--- src/rtl/core/sfr_pkg.sv ---
// Shared types and constants for the sync frame receiver.
`timescale 1ns / 1ps
`default_nettype none

package sfr_pkg;

    // Sync pattern bytes
    localparam logic [7:0] SYNC_FIRST  = 8'hB5;
    localparam logic [7:0] SYNC_SECOND = 8'h62;

    // Field widths fixed by the interface
    localparam int BYTE_W = 8;
    localparam int LEN_CFG_W = 11;
    localparam int INDEX_W = 10;

    // Reset value of the body length register
    localparam logic [LEN_CFG_W-1:0] BODY_LENGTH_RESET = 11'd96;

    // Result event codes
    typedef enum logic [1:0] {
        EV_BODY  = 2'd0,
        EV_GOOD  = 2'd1,
        EV_CKERR = 2'd2
    } event_t;

    // One parser result, valid marks that a result is produced
    typedef struct packed {
        logic               valid;
        event_t             ev;
        logic [BYTE_W-1:0]  data;
        logic [INDEX_W-1:0] index;
    } result_t;

endpackage

`default_nettype wire

--- src/rtl/core/sync_frame_receiver_fletcher.sv ---
// Top level of the sync frame receiver with Fletcher-8 checksum.
//
// Usage:
//   Input channel (in_valid/in_ready, rx_byte) takes one received byte per
//   transfer. The block hunts for the sync pair 0xB5 0x62, then passes each
//   of body_length body bytes out as a body event with its index, then checks
//   the two Fletcher-8 checksum bytes and reports frame good or checksum error.
//   Output channel (out_valid/out_ready) carries event_res, data_byte and
//   byte_index; sync and first-checksum-match bytes produce no result.
//   Configuration: cfg_wr_en/cfg_wr_data write body_length (saturated to
//   1 .. MAX_BODY_BYTES); write only while the block is idle.
//   Path: each byte is registered in the input register, and its parser result
//   then loads the output register once the output slot is free.
//   Throughput: one byte per cycle while the output is not stalled; the parser
//   step updates position and both checksum sums.
//   Reset: rst_n clears the hunt state, sums and valid flags, and sets
//   body_length to 96.
//   Stall: when out_ready is low the output holds; one byte more is taken
//   into the input register, after which in_ready drops until the output
//   drains.
`timescale 1ns / 1ps
`default_nettype none

module sync_frame_receiver_fletcher
    import sfr_pkg::*;
#(
    parameter int MAX_BODY_BYTES = 1024
) (
    input  wire logic                 clk,
    input  wire logic                 rst_n,
    input  wire logic                 cfg_wr_en,
    input  wire logic [LEN_CFG_W-1:0] cfg_wr_data,
    input  wire logic                 in_valid,
    output logic                      in_ready,
    input  wire logic [BYTE_W-1:0]    rx_byte,
    output logic                      out_valid,
    input  wire logic                 out_ready,
    output logic [1:0]                event_res,
    output logic [BYTE_W-1:0]         data_byte,
    output logic [INDEX_W-1:0]        byte_index
);

    // Largest length the 11-bit register can reach within the limit
    localparam int CFG_MAX = (1 << LEN_CFG_W) - 1;
    localparam int EFF_MAX = (MAX_BODY_BYTES < CFG_MAX) ? MAX_BODY_BYTES : CFG_MAX;
    localparam int POS_W   = $clog2(EFF_MAX + 4);

    logic [LEN_CFG_W-1:0] body_length_reg;
    logic [POS_W-1:0]     eff_len;

    logic                 in_valid_reg;
    logic [BYTE_W-1:0]    in_byte_reg;

    logic                 out_free;
    logic                 advance;
    result_t              result;

    // Body length register
    always_ff @(posedge clk or negedge rst_n)
    begin
        if (!rst_n)
        begin
            body_length_reg <= BODY_LENGTH_RESET;
        end
        else if (cfg_wr_en)
        begin
            body_length_reg <= cfg_wr_data;
        end
    end

    // Saturate length to 1 .. MAX_BODY_BYTES
    always_comb
    begin
        if (body_length_reg == '0)
        begin
            eff_len = POS_W'(1);
        end
        else if (32'(body_length_reg) > EFF_MAX)
        begin
            eff_len = POS_W'(EFF_MAX);
        end
        else
        begin
            eff_len = POS_W'(body_length_reg);
        end
    end

    // Input register stage
    assign advance  = in_valid_reg && out_free;
    assign in_ready = !in_valid_reg || out_free;

    always_ff @(posedge clk or negedge rst_n)
    begin
        if (!rst_n)
        begin
            in_valid_reg <= 1'b0;
        end
        else if (in_ready)
        begin
            in_valid_reg <= in_valid;
        end
    end

    always_ff @(posedge clk)
    begin
        if (in_valid && in_ready)
        begin
            in_byte_reg <= rx_byte;
        end
    end

    sfr_parser #(
        .POS_W (POS_W)
    ) u_parser (
        .clk     (clk),
        .rst_n   (rst_n),
        .step    (advance),
        .rx_data (in_byte_reg),
        .eff_len (eff_len),
        .result  (result)
    );

    sfr_out_stage u_out (
        .clk        (clk),
        .rst_n      (rst_n),
        .load       (advance),
        .result     (result),
        .free       (out_free),
        .out_valid  (out_valid),
        .out_ready  (out_ready),
        .event_res  (event_res),
        .data_byte  (data_byte),
        .byte_index (byte_index)
    );

`ifndef SYNTH
    // Input backpressure only when the input stage is full behind a stalled output
    a_ready_low_only_when_stalled: assert property (
        @(posedge clk) disable iff (!rst_n)
        !in_ready |-> (in_valid_reg && out_valid && !out_ready)
    ) else $error("in_ready low without a stalled output");

    // Frame events carry zero data and index
    a_frame_event_zero_payload: assert property (
        @(posedge clk) disable iff (!rst_n)
        (out_valid && (event_res != EV_BODY)) |-> (data_byte == '0 && byte_index == '0)
    ) else $error("frame event with nonzero payload");

    // A byte processed with the output free leaves the result in the output slot
    a_result_lands: assert property (
        @(posedge clk) disable iff (!rst_n)
        (advance && result.valid) |=> out_valid
    ) else $error("parser result lost");
`endif

endmodule

`default_nettype wire

--- src/rtl/core/sfr_parser.sv ---
// Frame parser: position counter, Fletcher checksum and per-byte result logic.
`timescale 1ns / 1ps
`default_nettype none

module sfr_parser
    import sfr_pkg::*;
#(
    parameter int POS_W = 11
) (
    input  wire logic              clk,
    input  wire logic              rst_n,
    input  wire logic              step,
    input  wire logic [BYTE_W-1:0] rx_data,
    input  wire logic [POS_W-1:0]  eff_len,
    output result_t                result
);

    logic [POS_W-1:0]  position_reg;
    logic [POS_W-1:0]  position_next;
    logic [BYTE_W-1:0] sum_a_reg;
    logic [BYTE_W-1:0] sum_a_next;
    logic [BYTE_W-1:0] sum_b_reg;
    logic [BYTE_W-1:0] sum_b_next;

    logic [POS_W-1:0]  body_pos;
    logic [BYTE_W-1:0] sum_a_add;
    logic              in_body;

    localparam logic [POS_W-1:0] POS_HUNT1 = POS_W'(0);
    localparam logic [POS_W-1:0] POS_HUNT2 = POS_W'(1);
    localparam logic [POS_W-1:0] POS_BODY  = POS_W'(2);
    localparam logic [POS_W-1:0] POS_CK2   = POS_W'(3);

    assign body_pos  = position_reg - POS_BODY;
    assign in_body   = (position_reg >= POS_BODY) && (body_pos < eff_len);
    assign sum_a_add = sum_a_reg + rx_data;

    // Next state and result for the byte in flight
    always_comb
    begin
        position_next = position_reg;
        sum_a_next    = sum_a_reg;
        sum_b_next    = sum_b_reg;
        result        = '{valid: 1'b0, ev: EV_BODY, data: '0, index: '0};
        if (position_reg == POS_HUNT1)
        begin
            position_next = (rx_data == SYNC_FIRST) ? POS_HUNT2 : POS_HUNT1;
        end
        else if (position_reg == POS_HUNT2)
        begin
            if (rx_data == SYNC_SECOND)
            begin
                position_next = POS_BODY;
                sum_a_next    = '0;
                sum_b_next    = '0;
            end
            else
            begin
                position_next = POS_HUNT1;
            end
        end
        else if (in_body)
        begin
            sum_a_next    = sum_a_add;
            sum_b_next    = sum_b_reg + sum_a_add;
            position_next = position_reg + POS_W'(1);
            result.valid  = 1'b1;
            result.ev     = EV_BODY;
            result.data   = rx_data;
            result.index  = INDEX_W'(body_pos);
        end
        else if (position_reg == eff_len + POS_BODY)
        begin
            if (rx_data == sum_a_reg)
            begin
                position_next = position_reg + POS_W'(1);
            end
            else
            begin
                position_next = POS_HUNT1;
                result.valid  = 1'b1;
                result.ev     = EV_CKERR;
            end
        end
        else if (position_reg == eff_len + POS_CK2)
        begin
            position_next = POS_HUNT1;
            result.valid  = 1'b1;
            result.ev     = (rx_data == sum_b_reg) ? EV_GOOD : EV_CKERR;
        end
        else
        begin
            // Length shrank mid-frame: drop the byte and hunt again
            position_next = POS_HUNT1;
        end
    end

    // State registers, updated once per processed byte
    always_ff @(posedge clk or negedge rst_n)
    begin
        if (!rst_n)
        begin
            position_reg <= '0;
            sum_a_reg    <= '0;
            sum_b_reg    <= '0;
        end
        else if (step)
        begin
            position_reg <= position_next;
            sum_a_reg    <= sum_a_next;
            sum_b_reg    <= sum_b_next;
        end
    end

endmodule

`default_nettype wire

--- src/rtl/core/sfr_out_stage.sv ---
// Output register holding one result until the downstream transfer.
`timescale 1ns / 1ps
`default_nettype none

module sfr_out_stage
    import sfr_pkg::*;
(
    input  wire logic                clk,
    input  wire logic                rst_n,
    input  wire logic                load,
    input  result_t                  result,
    output logic                     free,
    output logic                     out_valid,
    input  wire logic                out_ready,
    output logic [1:0]               event_res,
    output logic [BYTE_W-1:0]        data_byte,
    output logic [INDEX_W-1:0]       byte_index
);

    logic               valid_reg;
    event_t             ev_reg;
    logic [BYTE_W-1:0]  data_reg;
    logic [INDEX_W-1:0] index_reg;

    // Slot can take a new result when empty or draining this cycle
    assign free = !valid_reg || out_ready;

    // Valid flag
    always_ff @(posedge clk or negedge rst_n)
    begin
        if (!rst_n)
        begin
            valid_reg <= 1'b0;
        end
        else if (load)
        begin
            valid_reg <= result.valid;
        end
        else if (out_ready)
        begin
            valid_reg <= 1'b0;
        end
    end

    // Payload, no reset needed
    always_ff @(posedge clk)
    begin
        if (load && result.valid)
        begin
            ev_reg    <= result.ev;
            data_reg  <= result.data;
            index_reg <= result.index;
        end
    end

    assign out_valid  = valid_reg;
    assign event_res  = ev_reg;
    assign data_byte  = data_reg;
    assign byte_index = index_reg;

endmodule

`default_nettype wire

--- config.mk ---
export PLATFORM = sky130hd
export DESIGN_NAME = sync_frame_receiver_fletcher
export DESIGN_NICKNAME = d
export VERILOG_FILES = /design/src/rtl/core/sfr_pkg.sv /design/src/rtl/core/sync_frame_receiver_fletcher.sv /design/src/rtl/core/sfr_parser.sv /design/src/rtl/core/sfr_out_stage.sv
export SDC_FILE = /design/constraint.sdc
export NUM_CORES = 1
export LEC_CHECK = 0
export BUFFER_PORTS_ARGS = -buffer_cell sky130_fd_sc_hd__clkbuf_2
export CAP_MARGIN = 20
export CORE_MARGIN = 1.5
export CORE_UTILIZATION = 35
export DETAILED_ROUTE_END_ITERATION = 8
export GPL_TIMING_DRIVEN = 0
export HOLD_SLACK_MARGIN = 0.05
export PLACE_DENSITY = 0.5
export SLEW_MARGIN = 20
export SYNTH_ARGS = -nofsm -noshare
export SYNTH_HDL_FRONTEND = slang
export SYNTH_SLANG_ARGS = --single-unit
--- constraint.sdc ---
create_clock -name clk -period 5.7 [get_ports clk]
set_clock_uncertainty 0.15 [all_clocks]
set_input_delay 0.855 -clock clk [delete_from_list [all_inputs] [get_ports clk]]
set_output_delay 0.855 -clock clk [all_outputs]
set_load 0.03 [all_outputs]
-- Yosys cells after proc, flatten, opt, wreduce, memory -nomap -nowiden
Cells that the tools add are included.
- register bits: 68
- latch bits: 0
- RAM bits: 0
- memory bits (read-only): 0
- input bits: 24
- memories: 0
- add/subtract/negate cells: 6
- $mul: 0
- div/mod/pow operators: 0
- magnitude comparators: 3
- equality and inequality tests: 8
- shifts and indexed selects: 0
- multiplexer cells: 24
- bitwise gates (word level): 2
- reduce and logical (&&, ||, !) cells: 15
- operators with widths (operator ; number):
    two-way mux 11 bit ; 7
    two-way mux 21 bit ; 2
    two-way mux 8 bit ; 5
    adder 11 x 2 -> 11 bit, second input constant ; 2
    equality test 11 bit ; 2
    logical NOT 11 bit ; 2
    two-way mux 18 bit ; 1
    adder 8 bit ; 2
    equality test 8 bit ; 2
    two-way mux 3 bit ; 4
    adder 11 x 1 -> 11 bit, second input constant ; 1
    equality test 11 x 1 -> 1 bit, second input constant ; 1
    >= comparator 11 x 2 -> 1 bit, second input constant ; 1
    greater-than comparator 11 bit, second input constant ; 1
    less-than comparator 11 bit ; 1
    subtractor 11 x 2 -> 11 bit, second input constant ; 1
    equality test 8 x 7 -> 1 bit, second input constant ; 1
    equality test 8 bit, second input constant ; 1
    OR reduction 3 bit ; 2
    logical AND 1 bit ; 4
    two-way mux 2 bit ; 2
    AND reduction 4 bit ; 1
    nonzero test 2 bit ; 2
    two-way mux 1 bit ; 3
    4 further kinds ; 7

-- Longest topological paths before layout
Gate-level depths: netlist (run 1).
- word-level depth: 11
- gate-level depth with buffers: 15
- mapped depth without buffers: 15

-- Hierarchy
From an unflattened synthesis (run 1), not the netlist that was laid out.
- cells, all modules: 466
- area total of the unflattened synthesis: 4658.2 µm²
- modules (own cells, without submodules) (module ; times used ; cells an instance ; area each (µm²) ; sequential area each (µm²)):
    sfr_parser ; 1 ; 389 ; 3173.0 ; 675.6
    sync_frame_receiver_fletcher ; 1 ; 53 ; 829.5 ; 543.0
    sfr_out_stage ; 1 ; 24 ; 655.6 ; 625.6

-- Worst setup path after synthesis (run 1)
OpenSTA, ideal clock, no wires.
- path kind: reg2reg
- start point: register body_length_reg[4]
- end point: register u_out.index_reg[0] (netlist: u_out.byte_index[0]), enable pin
- setup time: 0.422 ns
- data arrival time: 4.642 ns
- data required time: 5.128 ns
- setup slack: 0.486 ns
- stages on the path, launching flop included: 15
- path through: dfrtp_1 buf_2 nor4_2 a31o_2 and2_1 inv_1 ha_1 xnor2_1 xnor2_1 o21ai_1 or4_1 or4_1 nor4_1 a211oi_1 nor3_1
- word-level cells in the longest chain between the ends: 11
- elaborated cells between the ends (all ways): 16
- ends and longest elaborated chain (what ; line ; source):
    start: declaration ; sync_frame_receiver_fletcher.sv:48 ; logic [LEN_CFG_W-1:0] body_length_reg;
    start signal: assignment ; sync_frame_receiver_fletcher.sv:67 ; body_length_reg <= cfg_wr_data;
    greater-than comparator 11 bit ; sync_frame_receiver_fletcher.sv:78 ; else if (32'(body_length_reg) > EFF_MAX)
    two-way mux 11 bit ; sync_frame_receiver_fletcher.sv:78 ;
    two-way mux 11 bit * ; sync_frame_receiver_fletcher.sv:74 ; if (body_length_reg == '0)
    adder 11 x 2 -> 11 bit ; sfr_parser.sv:85 ; else if (position_reg == eff_len + POS_CK2)
    equality test 11 bit ; sfr_parser.sv:85 ;
    two-way mux 3 bit ; sfr_parser.sv:85 ;
    two-way mux 3 bit ; sfr_parser.sv:72 ; else if (position_reg == eff_len + POS_BODY)
    two-way mux 3 bit * ; sfr_parser.sv:62 ; else if (in_body)
    two-way mux 21 bit * ; sfr_parser.sv:49 ; else if (position_reg == POS_HUNT2)
    two-way mux 21 bit * ; sfr_parser.sv:45 ; if (position_reg == POS_HUNT1)
    logical AND 1 bit * ; sfr_out_stage.sv:48 ; if (load && result.valid)
    end signal: assignment ; sfr_out_stage.sv:52 ; index_reg <= result.index;
    end: declaration ; sfr_out_stage.sv:23 ; logic [INDEX_W-1:0] index_reg;
Mark *: on every way between the ends. The rest lies on a longest branch, timed or not.
A chain may end at the register's enable or synchronous reset.

-- Worst setup path in the final report (run 1)
- start point: register body_length_reg[1]
- end point: register u_out.index_reg[4] (netlist: u_out.byte_index[4]), enable pin
Same word-level chain as after synthesis.

==> results.md, run 1 <==
Status:
- The run finished with clean final reports.

Clock tree:
- The buffer levels on the longest clock path is 2.
- The number of gates resized after CTS was 0.
- The clock-pin slew of the registers on the worst-case setup and hold paths is 0.06 ns.
- The later-pin clock latency in the skew report is 0.34 ns.
- After clock tree synthesis, the flow added hold-fix buffers numbering 0.
- TritonCTS created 9 clock buffers.
- The clock tree from TritonCTS is done.
- The clock root buffer is sky130_fd_sc_hd__clkbuf_16.
- The number of sinks driven by the clock tree is 68.
- The post-CTS setup buffer count is 0.
- CTS built an H-tree with a depth of 3.

Cells and area:
- The final antenna diode count is 0.
- The filler cells instantiated in the layout total 1260.
- Compared with the post-synthesis result, the final layout area differs by 17.76%.
- Summing all non-filler instances in the final layout gives an area of 0.005450 mm2.
- Excluding fillers, the count of instances in the completed layout stands at 715.
- The net count of the finished layout is 599.
- The proportion of layout cells with a drive suffix above 1 is 16.76%.
- Across the whole layout, storage elements account for 0.001844 mm2.
- The multi-input logic area is roughly 0.0026 mm2.

Power:
- The leakage power is 2.355 nW.
- The portion of total power attributed to combinational logic is 40.6%.
- For this design the total switching power over the nets is between 0.7 and 0.8 mW.
- The internal portion of total power is between 1 and 1.5 mW.
- Power spread over the standard cell area amounts to 400.5 mW/mm2.
- Across the VDD grid, the largest voltage drop is 0.0001549 V.
- The proportion of power drawn by flip-flops and latches is 29.8%.
- The switching part of the total power is 35.15%.
- The clock network power share is 29.6%.

Logic synthesis:
- The commonest register cell after synthesis is sky130_fd_sc_hd__dfrtp_1.
- The post-synthesis cell count is 479.
- In this run, synthesis produced a sequential element count of 68.
- The most common cell in the netlist is sky130_fd_sc_hd__nand2_1.
- The fraction of synthesis flops using an asynchronous set or reset pin is about three fifths.
- The synthesized design contains 28 enable-type register cells.
- The sequential-to-total area share from yosys stat is 39.85%.
- By area the synthesized netlist is led by sky130_fd_sc_hd__dfrtp_1 (21%), sky130_fd_sc_hd__edfxtp_1 (18%), sky130_fd_sc_hd__ha_1 (9.5%).
- The net count of the mapped netlist is 540.
- The number of synthesis warnings is 0.
- Averaged over all synthesized cells, the footprint is 9.662 um2.
- The largest total area in the synthesized netlist belongs to sky130_fd_sc_hd__dfrtp_1.
- Summing every instance area after synthesis gives around 0.0046 mm2.
- The top cell type by area accounts for 20.55% of the synthesized area.
- In this run, distinct cell masters in the synthesized netlist total 61.
- The commonest cells after synthesis are sky130_fd_sc_hd__nand2_1 (55), sky130_fd_sc_hd__dfrtp_1 (38), sky130_fd_sc_hd__ha_1 (35).

Floorplan:
- The number of standard-cell rows in the floorplan is 41.
- The initial core utilization is 36.23%.
- The vertical die dimension is 118.0 um.
- The die area is 0.01392 mm2.
- The count of pins on the block boundary is between 40 and 50.
- The floorplan step set the die width to 118.0 um.
- The core box area is around 0.013 mm2.

Placed design:
- In this run the cell area measured after placement is 0.005109 mm2.
- The port buffer count is 45.
- Prior to clock tree synthesis, the placed netlist has a worst setup slack of approximately 0.73 ns.
- Once detailed placement completed, the half-perimeter wirelength came to 8875 um.
- The placer's final routability congestion estimate is around 0.9.
- The placed instance count is 699.

GRT:
- The via count of the first global-routing pass is 3642.
- Summed over all layers, the global routing overflow is 0.
- The global-route wire length before repair is around 19000 um.
- The initial antenna violation count is 0.
- The overall track demand over capacity in global routing is 17.38%.
- The pin count of the biggest net entering global routing is 26.

Worst setup path:
- On the critical path the largest part of the delay comes from simple AND/OR/NAND/NOR gates.
- The critical path goes through nor4_1 > a31o_2 > and2_1 > inv_1 > ha_1 > xnor2_1 > xnor2_1 > o21ai_1 > or4_1 > or4_1 > nor4_1 > a211oi_1 > nor3_2 > buf_4.
- The maximum fanout count along the critical path is 10.
- In this run the critical register-to-register path is captured at u_out.byte_index[4].
- By startpoint and endpoint, the worst setup path is classified as reg -> reg.
- Setup slack on the worst reg-to-reg path comes out at 0.71 ns.
- The critical path arrival is 4.88 ns.
- The largest single stage delay on the critical path is approximately 0.73 ns.
- In this run the critical register-to-register path is launched from body_length_reg[1].
- STA puts the critical path data required time at ~5.6 ns.
- The nature of the critical path startpoint is a register.
- The cell type of the slowest stage on the worst timing path is sky130_fd_sc_hd__nor4_1.
- STA classifies the critical path endpoint as a register.
- The number of buffer and inverter stages on the critical path is 2.
- Counting cells, the worst reg-to-reg path comes to 14.

Routing:
- The number of vias per cell after detailed routing is between 5 and 6.
- Summed over all layers, the routed wires come to 11460 um.
- The detailed-routing iteration count for the pre-antenna-repair pass is 4.
- In the routed design, unresolved DRC markers number 0.
- The routed layout has 3661 vias.
- After detailed routing, the average wire length per cell comes to roughly 16 um.
- The first routing iteration left 252 violations.
- Once detail routing completed, the nets flagged for antenna violations numbered 0.

Timing:
- In this run the tightest slew margin relative to its limit is 43.05%.
- The setup slack after layout is 0.7143 ns.
- For the pin with the worst max-slew slack, the measured transition is 0.8464 ns.
- The minimum clock period is around 5 ns.
- Dividing the final minimum period by the clock period gives between 80 and 90%.
- The final setup violation count is 0.
- The number of failing hold endpoints at the final stage came to 0.
- The timing-limited maximum frequency is roughly 200 MHz.
- Setup repair after global routing left no endpoint under its margin.
- The number of pins with negative max-slew slack in the final report is 0.

Hold path:
- The worst min-delay path category is in -> async.

Run:
- Max-cap violations in this run came to 0.
## worst register-to-register path: stages, from the launching register on
cell                       delay, ns
sky130_fd_sc_hd__dfrtp_1        0.43
sky130_fd_sc_hd__nor4_1         0.56
sky130_fd_sc_hd__a31o_2         0.28
sky130_fd_sc_hd__and2_1         0.15
sky130_fd_sc_hd__inv_1          0.05
sky130_fd_sc_hd__ha_1           0.24
sky130_fd_sc_hd__xnor2_1        0.19
sky130_fd_sc_hd__xnor2_1        0.14
sky130_fd_sc_hd__o21ai_1        0.08
sky130_fd_sc_hd__or4_1          0.42
sky130_fd_sc_hd__or4_1          0.48
sky130_fd_sc_hd__nor4_1         0.73
sky130_fd_sc_hd__a211oi_1       0.18
sky130_fd_sc_hd__nor3_2         0.36
sky130_fd_sc_hd__buf_4          0.25
## placed cells by master, fill, tap and decap left out, types with 5 or more instances in the layout
master                       n
sky130_fd_sc_hd__xnor2_1    25
sky130_fd_sc_hd__and2_1      8
sky130_fd_sc_hd__nand2b_1    9
sky130_fd_sc_hd__o22ai_1     6
sky130_fd_sc_hd__clkbuf_1   16
sky130_fd_sc_hd__mux2_2     10
sky130_fd_sc_hd__nand2_1    55
sky130_fd_sc_hd__ha_1       35
sky130_fd_sc_hd__o21ai_0    18
sky130_fd_sc_hd__nand3_1    16
sky130_fd_sc_hd__dfrtp_1    38
sky130_fd_sc_hd__and3_1     12
sky130_fd_sc_hd__nor2_1     21
sky130_fd_sc_hd__nor2b_1    10
sky130_fd_sc_hd__clkbuf_16   9
sky130_fd_sc_hd__a21o_1     10
sky130_fd_sc_hd__buf_2       5
sky130_fd_sc_hd__nand4_1     5
sky130_fd_sc_hd__xor2_1     23
sky130_fd_sc_hd__o31ai_1     7
sky130_fd_sc_hd__clkbuf_2   45
sky130_fd_sc_hd__nor3_1     13
sky130_fd_sc_hd__nor4_1     10
sky130_fd_sc_hd__a31oi_1    11
sky130_fd_sc_hd__edfxtp_1   28
sky130_fd_sc_hd__a21oi_1    14
sky130_fd_sc_hd__inv_1      17
## cell families (layout without fill, tap and decap cells)
kind of cell             count (synthesis)  after routing  synth area share, %
flip-flops                              68             68                39.85
AO/OA/AOI/OAI                           92             92                13.38
multiplexers                            14             14                3.298
XOR/XNOR                                49             49                9.435
buffers and inverters                   40            104                3.379
AND/OR/NAND/NOR                        179            179                20.33
adder cells (fa/ha/maj)                 37             37                10.33
## per-stage QoR
step	power (mW)	utilization (%)	hold slack [ns]	TNS, ns
6_report	2.183	42.67	0.2936	0
5_1_grt	2.353	42.67	0.3262	0
4_1_cts	2.199	42.67	0.3020	0
3_3_place_gp	1.516	39.68	0.3207	-16.85
3_5_place_dp	1.542	39.99	0.3258	0
2_1_floorplan	1.351	-	0.3038	0
## worst max path at each step
stage	depth (start not counted)	end	from
after floorplan	14	u_out.byte_index[0]	body_length_reg[4]
after global placement	13	u_out.byte_index[0]	body_length_reg[10]
after detailed placement	14	u_out.byte_index[0]	body_length_reg[1]
after CTS	14	u_out.byte_index[0]	body_length_reg[1]
after global routing	14	u_out.byte_index[0]	body_length_reg[1]
final	14	u_out.byte_index[4]	body_length_reg[1]
## routing by layer
metal	global-route usage, %	vias to the layer above	share of wire [%]
met5	0	-	0
met4	8.765	0	2.3
met3	2.907	16	4.3
met2	26.02	81	44
met1	24.14	1710	49
li1	-	1854	-
## final cells by class
class                           instances  area share (%)
Multi-Input combinational cell        371           48.30
Buffer                                 22           1.630
Tap cell                              172           3.949
Timing Repair Buffer                   48           4.775
Clock buffer                           11           4.454
Clock inverter                          5           1.814
Sequential cell                        68           33.84
Inverter                               18           1.240
## power groups by stage
stage | logic [mW] | clock network (mW) | registers, mW
global route | 1.01 | 0.679 | 0.664
global placement | 0.858 | 0 | 0.657
floorplan | 0.711 | 0 | 0.640
finish | 0.886 | 0.646 | 0.651
detailed placement | 0.881 | 0 | 0.661
CTS | 0.888 | 0.661 | 0.651
(Power assumes the default switching activity.)
==> run 2, diff against run 1 <==
--- a/config.mk
+++ b/config.mk
@@ -7,6 +7,7 @@
 export LEC_CHECK = 0
 export BUFFER_PORTS_ARGS = -buffer_cell sky130_fd_sc_hd__clkbuf_2
 export CAP_MARGIN = 20
+export CORE_ASPECT_RATIO = 1.1
 export CORE_MARGIN = 1.5
 export CORE_UTILIZATION = 35
 export DETAILED_ROUTE_END_ITERATION = 8
==> results.md, run 2 (synthesis results as in run 1) <==
Clock tree:
- The number of buffers added to fix hold violations after cts was 0 (unchanged).
- The buffer levels on the longest clock path was 2 (unchanged).
- The clock tree from TritonCTS is done (unchanged).
- The number of buffers inserted during clock tree synthesis came to 9 (unchanged).
- The number of sinks driven by the clock tree is 68 (unchanged).
- The maximum level of the CTS H-tree is 3 (unchanged).
- The later-pin clock latency in the skew report is 0.33 ns (was 0.34 ns).
- The clock-pin slew of the registers on the worst-case setup and hold paths came to 0.06 ns (about the same).
- The clock root buffer is sky130_fd_sc_hd__clkbuf_16 (unchanged).

Floorplan:
- The vertical die dimension was 123.6 um (was 118.0 um).
- The die extent in x came to 112.6 um (was 118.0 um).
- The core box area was 0.01275 mm2 (was 0.01277 mm2).
- The initial core utilization is 36.30% (was 36.23%).
- The number of standard-cell rows in the floorplan is 43 (was 41).
- The die area is 0.01392 mm2 (about the same).
- The count of pins on the block boundary was 46 (unchanged).

Timing:
- The ratio of final minimum period to clock period came to 88.36% (was 87.47%).
- The number of failing hold endpoints at the final stage is 0 (unchanged).
- The minimum clock period is 5.037 ns (was 4.986 ns).
- The setup slack after layout is 0.6634 ns (was 0.7143 ns).
- The measured slew at the worst slew-check pin is 0.8480 ns (was 0.8464 ns).
- The final setup violation count is 0 (unchanged).
- Unrepaired setup endpoints after global routing: false (unchanged).
- The number of pins with negative max-slew slack in the final report came to 0 (unchanged).
- The smallest hold slack came to 0.3399 ns (was 0.2936 ns).
- The aggregate negative setup slack is 0 ns (unchanged).
- The relative max-transition margin is 42.94% (was 43.05%).
- The timing-limited maximum frequency is 198.5 MHz (was 200.6 MHz).

Cells and area:
- The most common library cell in the layout ignoring fill and taps is sky130_fd_sc_hd__nand2_1 (unchanged).
- The final net count came to 598 (was 599).
- The final antenna diode count is 0 (unchanged).
- The proportion of layout cells with a drive suffix above 1 came to 17.16% (was 16.76%).
- Highest-count cells in the layout ignoring fill and taps: sky130_fd_sc_hd__nand2_1 (55), sky130_fd_sc_hd__clkbuf_2 (45), sky130_fd_sc_hd__dfrtp_1 (38) (unchanged).
- The count of placed standard cells in the final layout, fillers left out is 699 (was 715).
- The number of filler cells placed in the layout is 1263 (was 1260).
- The final design instance area without fill is 0.005388 mm2 (was 0.005450 mm2).
- The layout overhead on the synthesized area is 16.41% (was 17.76%).

Power:
- The highest ir drop seen on vdd is 0.0001433 V (was 0.0001549 V).
- The leakage power came to 2.330 nW (was 2.355 nW).
- The areal power density over the cells is 382.7 mW/mm2 (was 400.5 mW/mm2).

Routing:
- The uppermost layer routed is met4 (unchanged).
- The DRC violation count after routing is 0 (unchanged).
- The detailed-routing iteration count for the pre-antenna-repair pass is 6 (was 4).
- The amount of wire on met2 after detailed routing is 5270 um (was 5065 um).
- The total routed wirelength came to 11420 um (was 11460 um).
- The routed length on met1 came to 5621 um (was 5632 um).
- The detailed route wirelength on metal3 is 426 um (was 487 um).
- The number of vias per cell after detailed routing is 5.275 (was 5.120).
- The number of DRC markers in iteration 0 is 209 (was 252).
- The count of nets left with antenna violations after detail routing is 0 (unchanged).
- The count of vias placed by the detailed router is 3687 (was 3661).
- The average wire per cell in the routed design was 16.33 um (was 16.02 um).

Placed design:
- The pre-CTS setup slack was 0.1786 ns (was 0.7272 ns).
- The placer's final routability congestion estimate is 0.8671 (was 0.9261).
- The standard cell area after detailed placement is 0.005090 mm2 (was 0.005109 mm2).
- The port buffer count is 45 (unchanged).
- The detailed-placement wirelength estimate came to 8901 um (was 8875 um).
- The placed instance count is 683 (was 699).

GRT:
- The initial antenna violation count was 0 (unchanged).
- The overall track demand over capacity in global routing was 17.52% (was 17.38%).
- The pin count of the biggest net entering global routing came to 23 (was 26).
- The total overflow reported by the global router is 0 (unchanged).
- The via count of the first global-routing pass came to 3593 (was 3642).
- The global-route wire length before repair is 18840 um (was 18990 um).

Status:
- Outcome: completed (unchanged).

Worst setup path:
- The maximum fanout count along the critical path is 11 (was 10).
- The type of destination of the critical path is a register (unchanged).
- The critical path arrival came to 4.92 ns (was 4.88 ns).
- The critical path class is reg -> reg (unchanged).
- The required time reported for the critical path endpoint is 5.59 ns (about the same).
- The nature of the critical path startpoint was a register (unchanged).

Hold path:
- The worst min-delay path category is reg -> reg (was in -> async).

Run:
- The max-capacitance violation count is 0 (unchanged).
## run 2: where the power goes
group          internal [mW]  switching [mW]  total (mW)  leakage [nW]
Clock                  0.300           0.225       0.525         0.137
Combinational          0.398           0.487       0.886          1.43
Sequential             0.581          0.0702       0.651         0.768
## run 2: final timing paths
check                                      start               endpoint  slack [ns]  cells past startpoint
max                           body_length_reg[6]    u_out.byte_index[2]        0.66                     15
min                        u_parser.sum_a_reg[0]  u_parser.sum_a_reg[0]        0.34                      2
max reg2reg                   body_length_reg[6]    u_out.byte_index[2]        0.66                     15
min reg2reg                u_parser.sum_a_reg[0]  u_parser.sum_a_reg[0]        0.34                      2
max in group asynchronous                  rst_n     body_length_reg[5]        4.44                      2
min in group asynchronous                  rst_n  u_parser.sum_b_reg[1]        0.37                      1
## run 2: repair_timing
action                     CTS  global route
setup endpoints to repair    0            20
gates resized for setup      0             2
buffers inserted             0             0
## run 2: worst max-delay path, stage by stage, from the launching register on
cell	delay [ns]
sky130_fd_sc_hd__dfstp_2	0.51
sky130_fd_sc_hd__clkbuf_1	0.35
sky130_fd_sc_hd__nor4_2	0.13
sky130_fd_sc_hd__a31o_2	0.28
sky130_fd_sc_hd__and2_1	0.17
sky130_fd_sc_hd__inv_1	0.05
sky130_fd_sc_hd__ha_1	0.25
sky130_fd_sc_hd__xnor2_1	0.16
sky130_fd_sc_hd__xnor2_1	0.16
sky130_fd_sc_hd__o21ai_1	0.09
sky130_fd_sc_hd__or4_1	0.42
sky130_fd_sc_hd__or4_1	0.50
sky130_fd_sc_hd__nor4_2	0.54
sky130_fd_sc_hd__a211oi_1	0.18
sky130_fd_sc_hd__nor3_4	0.50
sky130_fd_sc_hd__buf_4	0.28
## run 2: per-layer routing
layer	track usage, %	vias to the layer above
met5	0	-
met4	6.250	0
met3	3.066	6
met2	27.78	74
met1	24.24	1752
li1	-	1855
## run 2: layout make-up
cell class	instances	area [um2]	share of cell area (%)
Multi-Input combinational cell	371	2645	49.09
Timing Repair Buffer	47	260.3	4.830
Clock buffer	9	225.2	4.180
Inverter	18	67.56	1.254
Buffer	22	88.84	1.649
Clock inverter	7	60.06	1.115
Tap cell	157	196.4	3.646
Sequential cell	68	1844	34.23
## run 2: metrics by stage
| stage | power (mW) | utilization, % |
|---|---|---|
| after floorplan | 1.351 | - |
| after global placement | 1.516 | 39.60 |
| after detailed placement | 1.542 | 39.92 |
| after CTS | 2.084 | 42.15 |
| after global routing | 2.242 | 42.25 |
| final | 2.062 | 42.25 |
==> run 3, diff against run 2 <==
--- a/config.mk
+++ b/config.mk
@@ -5,6 +5,7 @@
 export SDC_FILE = /design/constraint.sdc
 export NUM_CORES = 1
 export LEC_CHECK = 0
+export ABC_AREA = 1
 export BUFFER_PORTS_ARGS = -buffer_cell sky130_fd_sc_hd__clkbuf_2
 export CAP_MARGIN = 20
 export CORE_ASPECT_RATIO = 1.1
==> results.md, run 3 <==
Routing:
- The average wire per cell in the routed design is 14.84 um (was 16.33 um).
- The routed length on met1 is 5292 um (was 5621 um).
- The uppermost layer routed was met4 (unchanged).
- The amount of wire on met2 after detailed routing was 5928 um (was 5270 um).
- The total routed wirelength is 11840 um (was 11420 um).
- The DRC violation count after routing is 0 (unchanged).
- The detailed-routing iteration count for the pre-antenna-repair pass came to 4 (was 6).
- The number of DRC markers in iteration 0 was 193 (was 209).
- The detailed route wirelength on metal3 came to 344 um (was 426 um).
- The count of vias placed by the detailed router is 3951 (was 3687).
- The number of vias per cell after detailed routing is 4.951 (was 5.275).
- The count of nets left with antenna violations after detail routing is 0 (unchanged).

Timing:
- The measured slew at the worst slew-check pin is 0.8044 ns (was 0.8480 ns).
- The relative max-transition margin is 46.31% (was 42.94%).
- Unrepaired setup endpoints after global routing: false (unchanged).
- The number of failing hold endpoints at the final stage is 0 (unchanged).
- The number of pins with negative max-slew slack in the final report came to 0 (unchanged).
- The final setup violation count is 0 (unchanged).
- The minimum clock period is 4.472 ns (was 5.037 ns).
- The aggregate negative setup slack is 0 ns (unchanged).
- The setup slack after layout is 1.228 ns (was 0.6634 ns).
- The timing-limited maximum frequency came to 223.6 MHz (was 198.5 MHz).
- The ratio of final minimum period to clock period is 78.46% (was 88.36%).

Worst setup path:
- Among the stages of the critical path, the cell type that occurs most often is sky130_fd_sc_hd__nand2_1.
- List of cells traversed by the critical path: clkbuf_1 > inv_1 > ha_1 > nand2_1 > nor2_1 > nand3_1 > nor2_1 > inv_1 > nor2_1 > xor2_1 > inv_1 > ha_1 > nand2_1 > nor2_1 > nand2_1 > o211ai_1 > a31oi_1 > nand2_1 > nand3_1 > nand2_1 > inv_1 (was clkbuf_1 > nor4_2 > a31o_2 > and2_1 > inv_1 > ha_1 > xnor2_1 > xnor2_1 > o21ai_1 > or4_1 > or4_1 > nor4_2 > a211oi_1 > nor3_4 > buf_4).
- The critical path class is reg -> reg (unchanged).
- The nature of the critical path startpoint is a register (unchanged).
- The delay of the slowest cell on the worst path is 0.63 ns (was 0.54 ns).
- The required time reported for the critical path endpoint is 5.52 ns (was 5.59 ns).
- The type of destination of the critical path is a register (unchanged).
- The critical path arrival is 4.29 ns (was 4.92 ns).
- The maximum fanout count along the critical path is 20 (was 11).
- The cell type of the slowest stage on the worst timing path is sky130_fd_sc_hd__inv_1 (was sky130_fd_sc_hd__nor4_2).

Clock tree:
- The later-pin clock latency in the skew report came to 0.34 ns (was 0.33 ns).
- The clock-pin slew of the registers on the worst-case setup and hold paths is 0.06 ns (about the same).
- The clock root buffer was sky130_fd_sc_hd__clkbuf_16 (unchanged).
- The post-CTS setup buffer count came to 0 (unchanged).
- The number of sinks driven by the clock tree was 68 (unchanged).
- The number of buffers inserted during clock tree synthesis is 9 (unchanged).
- The buffer levels on the longest clock path is 2 (unchanged).
- The number of buffers added to fix hold violations after cts is 0 (unchanged).
- The maximum level of the CTS H-tree is 3 (unchanged).
- The post-cts repair resize count is 0 (unchanged).
- The clock tree from TritonCTS is done (unchanged).

Cells and area:
- Highest-count cells in the layout ignoring fill and taps: sky130_fd_sc_hd__nand2_1 (124), sky130_fd_sc_hd__inv_1 (78), sky130_fd_sc_hd__nor2_1 (54) (was sky130_fd_sc_hd__nand2_1 (55), sky130_fd_sc_hd__clkbuf_2 (45), sky130_fd_sc_hd__dfrtp_1 (38)).
- The final antenna diode count is 0 (unchanged).
- The most common library cell in the layout ignoring fill and taps is sky130_fd_sc_hd__nand2_1 (unchanged).
- The final net count is 693 (was 598).
- The proportion of layout cells with a drive suffix above 1 is 14.60% (was 17.16%).
- The layout overhead on the synthesized area is 15.48% (was 16.41%).

Logic synthesis:
- The mean post-synth cell area was 8.112 um2 (was 9.662 um2).
- The cell type with the highest aggregate area in the netlist is sky130_fd_sc_hd__dfrtp_1 (unchanged).
- The number of synthesis warnings was 0 (unchanged).
- The fraction of synthesis flops using an asynchronous set or reset pin is 58.82% (unchanged).
- Top area cells in the synthesized netlist: sky130_fd_sc_hd__dfrtp_1 (20%), sky130_fd_sc_hd__edfxtp_1 (18%), sky130_fd_sc_hd__nand2_1 (9.9%) (was sky130_fd_sc_hd__dfrtp_1 (21%), sky130_fd_sc_hd__edfxtp_1 (18%), sky130_fd_sc_hd__ha_1 (9.5%)).
- The post-synthesis sequential element count was 68 (unchanged).
- The number of enable-type register cells in the synthesized netlist is 28 (unchanged).
- The most common cell in the netlist is sky130_fd_sc_hd__nand2_1 (unchanged).
- The net count of the mapped netlist is 638 (was 540).
- The simple logic cell fraction of the synthesized area came to 24.67% (was 20.33%).
- The multiplexer fraction of the synthesized cell area is 1.684% (was 3.298%).
- The arithmetic-cell share of the synthesized area counting full adders, half adders and majority gates is 10.21% (was 10.33%).
- The combinational family with the most area after synthesis is simple AND/OR/NAND/NOR gates (unchanged).
- The fraction of post-synthesis cell area in the top cell type by area came to 20.32% (was 20.55%).
- The summed instance area of the synthesized netlist is 0.004681 mm2 (was 0.004628 mm2).
- The post-synthesis cell count is 577 (was 479).
- The count of distinct cell types in the synthesized netlist is 41 (was 61).
- The commonest register cell after synthesis is sky130_fd_sc_hd__dfrtp_1 (unchanged).
- The complex-gate fraction of the synthesized area is 8.340% (was 13.38%).
- The sequential-to-total area share from yosys stat is 39.40% (was 39.85%).
- The xor/xnor share of the synthesized area is 7.859% (was 9.435%).
- Synth top cells by count: sky130_fd_sc_hd__nand2_1 (124), sky130_fd_sc_hd__inv_1 (78), sky130_fd_sc_hd__nor2_1 (54) (was sky130_fd_sc_hd__nand2_1 (55), sky130_fd_sc_hd__dfrtp_1 (38), sky130_fd_sc_hd__ha_1 (35)).

Placed design:
- The detailed-placement wirelength estimate is 9194 um (was 8901 um).
- The port buffer count is 44 (was 45).
- The placer's final routability congestion estimate came to 0.8898 (was 0.8671).
- The pre-CTS setup slack is 1.166 ns (was 0.1786 ns).

GRT:
- The pin count of the biggest net entering global routing is 41 (was 23).
- The overall track demand over capacity in global routing is 17.92% (was 17.52%).
- The total overflow reported by the global router is 0 (unchanged).
- The initial antenna violation count was 0 (unchanged).
- The global-route wire length before repair came to 19750 um (was 18840 um).
- The via count of the first global-routing pass was 4059 (was 3593).

Floorplan:
- The vertical die dimension was 124.3 um (was 123.6 um).
- The core box area is 0.01310 mm2 (was 0.01275 mm2).
- The die area was 0.01408 mm2 (was 0.01392 mm2).
- The initial core utilization came to 35.72% (was 36.30%).
- The count of pins on the block boundary came to 46 (unchanged).
- The die extent in x is 113.3 um (was 112.6 um).
- The number of standard-cell rows in the floorplan came to 44 (was 43).

Power:
- The areal power density over the cells is 357.8 mW/mm2 (was 382.7 mW/mm2).
- The leakage power was 2.642 nW (was 2.330 nW).
- The highest ir drop seen on vdd is 0.0002349 V (was 0.0001433 V).

Run:
- The max-capacitance violation count is 0 (unchanged).

Status:
- Outcome: completed (unchanged).

Hold path:
- The worst min-delay path category is in -> async (was reg -> reg).
run 3: stage by stage:
step | power (mW) | hold slack [ns] | instances | utilization, % | instance area, um2
final | 1.934 | 0.3516 | 798 | 41.25 | 5405
after global routing | 2.084 | 0.3839 | 798 | 41.25 | 5405
after CTS | 1.957 | 0.3489 | 798 | 41.23 | 5403
after detailed placement | 1.381 | 0.3349 | 782 | 38.94 | 5102
after global placement | 1.356 | 0.3249 | 782 | 38.94 | 5102
after floorplan | 1.208 | 0.3070 | 577 | - | 4681
run 3: per-layer routing:
layer	GRT usage [%]	vias up
li1	-	1998
met1	22.18	1877
met2	30.80	57
met3	3.017	19
met4	7.353	0
met5	0	-
run 3: critical path: cells and delay by family (launching register included):
kind | cells | cell delay [ns]
xor+xnor | 1 | 0.30
compound gates | 2 | 0.32
buf+inv | 5 | 1.20
flops | 1 | 0.38
simple gates | 11 | 1.31
fa+ha+maj | 2 | 0.44
run 3: worst paths after layout:
path	startpoint	to	slack (ns)	cells past startpoint
max	u_parser.position_reg[2]	u_out.byte_index[4]	1.23	21
max reg2reg	u_parser.position_reg[2]	u_out.byte_index[4]	1.23	21
max in group asynchronous	rst_n	body_length_reg[9]	4.66	1
min reg2reg	u_parser.sum_a_reg[3]	u_parser.sum_a_reg[3]	0.35	2
min in group clk	u_parser.sum_a_reg[3]	u_parser.sum_a_reg[3]	0.35	2
min	rst_n	u_parser.position_reg[0]	0.35	1
run 3: cell type report:
cell class / instances / area, um2
plain buffers: 13 / 66.31
clock buffers: 9 / 225.2
clock inverters: 7 / 75.07
fillers: 1331 / 7697
inverters: 80 / 300.3
multi-input cells: 416 / 2470
flip-flops and latches: 68 / 1844
well taps: 161 / 201.4
repair buffers: 44 / 222.7
run 3: logic make-up after synthesis:
logic type               count (synthesis)
AND/OR/NAND/NOR                        260
XOR/XNOR                                42
flip-flops                              68
buffers and inverters                   93
AO/OA/AOI/OAI                           70
multiplexers                             7
adder cells (fa/ha/maj)                 37
run 3: report_power, final:
| group | total [mW] | internal, mW | switching (mW) |
|---|---|---|---|
| Sequential | 0.646 | 0.578 | 0.0681 |
| Combinational | 0.721 | 0.303 | 0.418 |
| Clock | 0.567 | 0.341 | 0.227 |
